==> src/glp_pkg.sv <==
// ----------------------------------------------------------------------------
// glp_pkg: shared types and constants for the glyph locate and scale unit
// Request classes, back-end states, queue entry and configuration bundle.
// ----------------------------------------------------------------------------
package glp_pkg;

  localparam int MAX_GROUPS_DEF = 256;

  localparam int HEIGHT_W = 12;
  localparam int CWIDTH_W = 8;
  localparam int GCOUNT_W = 9;
  localparam int CODE_W   = 21;
  localparam int SCODE_W  = 16;
  localparam int EIDX_W   = 8;
  localparam int ROW_W    = 28;
  localparam int WID_W    = 20;
  localparam int GIDX_W   = 18;
  localparam int NUM_W    = 21;
  localparam int ENTRY_W  = 3 * SCODE_W;

  localparam int IN_DATA_W  = 96;
  localparam int OUT_DATA_W = 48;
  localparam int CFG_ADDR_W = 2;
  localparam int CFG_DATA_W = 12;

  localparam logic [CODE_W-1:0] ASCII_LO  = CODE_W'(32'h20);
  localparam logic [CODE_W-1:0] ASCII_HI  = CODE_W'(32'h7e);
  localparam logic [CODE_W-1:0] CODE_MAX  = CODE_W'(32'hffff);
  localparam logic [GIDX_W-1:0] ASCII_CNT = GIDX_W'(95);
  localparam logic [WID_W-1:0]  WID_ALL   = '1;

  localparam logic [CFG_ADDR_W-1:0] REG_BEST_HEIGHT = 2'd0;
  localparam logic [CFG_ADDR_W-1:0] REG_CHAR_WIDTH  = 2'd1;
  localparam logic [CFG_ADDR_W-1:0] REG_GROUP_COUNT = 2'd2;

  localparam logic REQ_WRITE  = 1'b0;
  localparam logic REQ_LOOKUP = 1'b1;

  typedef enum logic [1:0] {
    CLS_WRITE,
    CLS_ASCII,
    CLS_SEARCH,
    CLS_MISS
  } cls_t;

  typedef enum logic [2:0] {
    ST_IDLE,
    ST_PROBE,
    ST_RDWAIT,
    ST_MUL,
    ST_DIV,
    ST_FIN
  } state_t;

  typedef struct packed {
    cls_t                cls;
    logic [SCODE_W-1:0]  code;
    logic [HEIGHT_W-1:0] height;
    logic [EIDX_W-1:0]   idx;
    logic [SCODE_W-1:0]  min_code;
    logic [SCODE_W-1:0]  max_code;
    logic [SCODE_W-1:0]  offset;
  } item_t;

  typedef struct packed {
    logic [HEIGHT_W-1:0] best_height;
    logic [CWIDTH_W-1:0] char_width;
    logic [GCOUNT_W-1:0] group_count;
  } cfg_t;

endpackage

==> src/glp_front.sv <==
// ----------------------------------------------------------------------------
// glp_front: input stage and request queue
// Accepts beats, classifies each request, holds up to two in a queue.
// ----------------------------------------------------------------------------
module glp_front (
  input  logic                            clk,
  input  logic                            rst,
  input  logic                            s_tvalid,
  output logic                            s_tready,
  input  logic [glp_pkg::IN_DATA_W-1:0]   s_tdata,
  input  logic                            s_tuser,
  output logic                            q_valid,
  output glp_pkg::item_t                  q_item,
  input  logic                            q_pop
);

  glp_pkg::item_t q [2];
  glp_pkg::item_t in_item;
  logic           wr_ptr, rd_ptr;
  logic [1:0]     count;
  logic           push;
  logic [glp_pkg::CODE_W-1:0] code;

  assign code = s_tdata[20:0];

  always_comb begin
    in_item.code     = code[glp_pkg::SCODE_W-1:0];
    in_item.height   = s_tdata[32:21];
    in_item.idx      = s_tdata[40:33];
    in_item.min_code = s_tdata[56:41];
    in_item.max_code = s_tdata[72:57];
    in_item.offset   = s_tdata[88:73];
    priority if (s_tuser == glp_pkg::REQ_WRITE) begin
      in_item.cls = glp_pkg::CLS_WRITE;
    end else if (code > glp_pkg::CODE_MAX) begin
      in_item.cls = glp_pkg::CLS_MISS;
    end else if (code >= glp_pkg::ASCII_LO && code <= glp_pkg::ASCII_HI) begin
      in_item.cls = glp_pkg::CLS_ASCII;
    end else begin
      in_item.cls = glp_pkg::CLS_SEARCH;
    end
  end

  assign s_tready = (count != 2'd2);
  assign push     = s_tvalid && s_tready;
  assign q_valid  = (count != 2'd0);
  assign q_item   = q[rd_ptr];

  always_ff @(posedge clk) begin
    if (push) begin
      q[wr_ptr] <= in_item;
    end
  end

  always_ff @(posedge clk) begin
    if (rst) begin
      wr_ptr <= 1'b0;
      rd_ptr <= 1'b0;
      count  <= 2'd0;
    end else begin
      if (push) wr_ptr <= ~wr_ptr;
      if (q_pop) rd_ptr <= ~rd_ptr;
      count <= count + 2'(push) - 2'(q_pop);
    end
  end

endmodule

==> config.mk <==
export PLATFORM = sky130hd
export DESIGN_NAME = glp_front
export DESIGN_NICKNAME = d
export VERILOG_FILES = /design/src/glp_pkg.sv /design/src/glp_front.sv
export SDC_FILE = /design/constraint.sdc
export NUM_CORES = 1
export LEC_CHECK = 0
export BUFFER_PORTS_ARGS = -buffer_cell sky130_fd_sc_hd__clkbuf_2
export CAP_MARGIN = 15
export CORE_MARGIN = 2
export CORE_UTILIZATION = 25
export CTS_CLUSTER_SIZE = 10
export DETAILED_ROUTE_END_ITERATION = 10
export PLACE_DENSITY = 0.47
export SLEW_MARGIN = 20
export SYNTH_ARGS = -nofsm -noshare
export SYNTH_HDL_FRONTEND = slang
export SYNTH_SLANG_ARGS = --single-unit
==> constraint.sdc <==
create_clock -name clk -period 9.1 [get_ports clk]
set_input_delay 0.455 -clock clk [delete_from_list [all_inputs] [get_ports clk]]
set_output_delay 0.455 -clock clk [all_outputs]
set_load 0.02 [all_outputs]
After elaboration in Yosys (flattened, before gate mapping):

Memory sizes are Yosys's and may differ from the RTL's. A register that Yosys moved wholly into a read port is not among the register bits.
Cells that the tools add are included.
W data, S select, Z words.

* add/sub/neg operators: 2
* order comparisons: 3
* eq/ne operators: 1
* muxes and demuxes: 7
* bitwise gates (word level): 2
* reductions and logical operators: 3

Operators by type and width (number)
* $ge A21 B6 Y1 const B: 1
* $gt A21 B16 Y1 const B: 1
* $le A21 B7 Y1 const B: 1
* $mux W2: 3
* $mux W1: 4
* $add A2 B1 Y2: 1
* $logic_and A1 B1 Y1: 2
* $ne A2 B2 Y1 const B: 1
* $not A1 Y1: 2
* $reduce_bool A2 Y1: 1
* $sub A2 B1 Y2: 1

* register bits after elaboration: 4
* RAM bits: 172
* input port bits: 101
* output and inout bits: 88
* word-level logic and storage cells: 22
* memories kept: 1

Memory list
* q: depth 2, width 86, rd ports 1, clocked after memory_dff 1, write ports 1, line glp_front.sv:17 `glp_pkg::item_t q [2];`

Logic depth before layout (Yosys ltp):

* depth after elaboration: 5
* mapped depth: 7
* depth with buffers taken out: 7

Least setup slack after synthesis:

Ideal clock, no wire load.

* path kind: register -> register
* start: reg count[0]
* end: mem q[1][0] in the netlist's numbering (enable)
* setup time: 0.455 ns
* arrival time: 2.714 ns
* data required time: 8.645 ns
* slack: 5.932 ns
* cell stages (with the launch flop): 3
* path buffers: 0
* period minus slack after synthesis: 3.168 ns
* path through: dfxtp_1 > nand2b_1 > and3_1

* cells in the longest elaborated chain, start to end: 4

RTL lines
* start: declaration: line glp_front.sv:20 `logic [1:0] count;`
* start signal: assignment: line glp_front.sv:63 `count <= count + 2'(push) - 2'(q_pop);`
* $ne A2 B2 Y1: line glp_front.sv:44 `assign s_tready = (count != 2'd2);`
* via s_tready: line glp_front.sv:9 `output logic s_tready,`
* $logic_and A1 B1 Y1: line glp_front.sv:45 `assign push = s_tvalid && s_tready;`
* $mux W1: line glp_front.sv:50 `if (push) begin`
* $mux W1 (implied by the code): line glp_front.sv:51 `q[wr_ptr] <= in_item;`
* end: declaration: line glp_front.sv:17

The timed path passes the listed nets, and every way through them passes these cells.

==> reports/results.txt <==
Post-synth EDFFs = 172
Mapped cell area = 6490 sq um
Global-route usage over all layers = 9.82%
#FFs+latches synth = 177
Mapped Cells = 303
Core area = 25,300 sq um
IO Pins = 189
DRT antenna net count = 0
DRC = 0
Worst Slack Setup Final = 6.27 ns
Setup TNS Final = 0 ns
Dpl ws = 6.59 ns
Synth top area share = 79.6%
IO Port Bufs = 181
Ys Warns = 0
First-pass GRT wire length = 19,800 microns
CP arrival = 2.37 ns
Setup bufs post-CTS = 0
Fin cells = 839
Vias in the first global route = 3,766
CTS resizes = 0
Setup CP Type = reg -> out
Tightest Pin Transition = 0.762 ns
R2r setup slk = 6.84 ns
Sw Pwr = 0.581 mW
Final core occ = 33.0%
Detailed Routing Iterations Pass 1 = 4
Nature of the critical path endpoint = primary output
Startpoint types = flop
Synth top area cells = edfxtp_1, mux2_2, dfxtp_1
Tmin final = 2.83 ns
Initial antenna violation count = 1
TritonCTS clock tree = yes
DR WL/cell = 15.7 microns
Nets = 599
Predominant post-synthesis flop cell = edfxtp_1
Hold depth = 1
CP required = 8.65 ns
Max-slew violations = 0
Pint = 1.57 mW
Grt ovf = 0
Die Height = 165 microns
Fin crit share = 31.1%
Clk slew on worst S/H paths = 0.07 ns
FF+latch area = 5270 sq um
Max cap viols = 0
Mapped Nets = 406
GPL Wtd Cong = 0.729
Hold_buf cts = 0
Layout cells sized above 1 = 60.0%
Fillers = 2,448
Hold crit path type = in -> reg
Fmax = 353 MHz
CTS Buffer Depth = 2
Switching portion of total power = 27.1%
Die Wd = 165 microns
Area delta synth->final = 28.9%
Status = completed
FFs w/ async S/R, synth = 0%
Max Clock Skew = 0.00902 ns
Area of the multi-input gates = 1160 sq um
Die area = 27,300 sq um
Post-Route WL = 13,100 microns
Hold path startpoint = s_tdata[67]
DR iter-0 viols = 158
Worst-Skew Late Latency = 0.41 ns
Final Hold Vio Count = 0
Unique masters post-synth = 27
Reg power frac = 48.9%
R2R depth = 4
Design area = 8370 sq um
RSZ-0062 raised after global routing = no
Starting Density = 25.6%
Power density cells = 257 nW/um^2
Hold_ws = 0.225 ns
Row cnt = 58
Largest net degree at the start of global routing = 52
DP Cell Count = 807
Root Buffer Master = clkbuf_16
Sequential area share after synthesis = 81.1%
Combinational share of power = 17.4%
Count of final setup violators = 0
Largest area contributor in the netlist = edfxtp_1
Worst reg2reg path endpoint = q[0][4]
Max-slew headroom = 49.2%
FF-to-FF Start = count[0]
Via density = 4.02
Clock sink count = 177
CP Max Fanout = 49
Post-Syn Area per Cell = 21.4 sq um
Hold EP = q[0][26]
CTS Buf Count = 17
CTS H-tree depth = 4
Worst vdd ir = 90.5 uV
Pleak = 3.08 nW
Clk pwr share = 33.7%
Final Power = 2.15 mW
Detailed placement HPWL = 8790 microns
DP Area = 7780 sq um
Vias = 3,372
[per-layer routing]
layer | track usage, % | vias up | share of wire, % | wire length, microns
li1 | - | 1585 | - | -
met1 | 10.7 | 1675 | 40 | 5240
met2 | 17.5 | 103 | 52 | 6840
met3 | 3.75 | 9 | 7.1 | 927
met4 | 3.36 | 0 | 1.0 | 131
met5 | 0 | - | 0 | 0
[registers in the layout, indices dropped and copies added (netlist names), named ones only]
register  flops
count         2
q           172
rd_ptr        1
wr_ptr        1
[cell families (layout without fill, tap and decap cells)]
| logic type | Yosys count | in the layout | share of synthesized area [%] |
|---|---|---|---|
| other | 0 | 1 | 0 |
| multiplexers | 86 | 86 | 14.9 |
| buffers and inverters | 12 | 217 | 1.02 |
| flip-flops | 177 | 177 | 81.1 |
| XOR/XNOR | 3 | 3 | 0.405 |
| AND/OR/NAND/NOR | 16 | 16 | 1.37 |
| adder cells (fa/ha/maj) | 2 | 2 | 0.386 |
| AO/OA/AOI/OAI | 7 | 7 | 0.771 |
[cells in the final DEF (no fill, tap or decap), drive strengths merged, types with 2 or more instances in the layout]
master	netlist	routed
mux2	86	86
o21ai	3	3
buf	9	3
dfxtp	5	5
inv	2	6
xnor2	2	2
bufinv	0	2
edfxtp	172	172
nor2	5	5
clkbuf	1	199
ha	2	2
clkinv	0	3
clkinvlp	0	4
[area by class of cell]
class                   count  share of cell area, %
flip-flops and latches    177                   63.0
multi-input cells         114                   13.9
repair buffers            184                   11.1
clock buffers              18                   5.13
well taps                 330                   4.93
clock inverters            13                   1.81
inverters                   2                  0.120
diodes                      1                 0.0299
[power groups by stage]
stage	Sequential (mW)	Combinational [mW]	Clock (mW)
final	1.05	0.373	0.723
after global routing	1.06	0.407	0.784
after CTS	1.05	0.388	0.752
after detailed placement	1.07	0.386	0
after global placement	1.06	0.380	0
after floorplan	1.06	0.250	0
[worst max path at each step]
stage               slack (ns)  startpoint         end  depth (start not counted)
finish                    6.27        flop  q_item[44]                          3
global route              6.08        flop  q_item[73]                          3
floorplan                 5.93    count[0]     q[1][0]                          2
CTS                       6.13        flop   q_item[4]                          3
detailed placement        6.59        flop   q_item[4]                          3
global placement          6.61        flop  q_item[44]                          3
[worst max-delay path, cell delays in order (launching register included)]
cell      delay (ns)
dfxtp_4         0.68
buf_4           0.64
mux2_2          0.41
clkbuf_2        0.17
[cell usage after synthesis, types with 2 or more instances]
cell type,n
buf_2,5
buf_4,4
dfxtp_1,5
edfxtp_1,172
ha_1,2
inv_1,2
mux2_2,86
nor2_1,5
o21ai_0,3
xnor2_1,2
No activity file was read; power rests on OpenSTA's default activity.
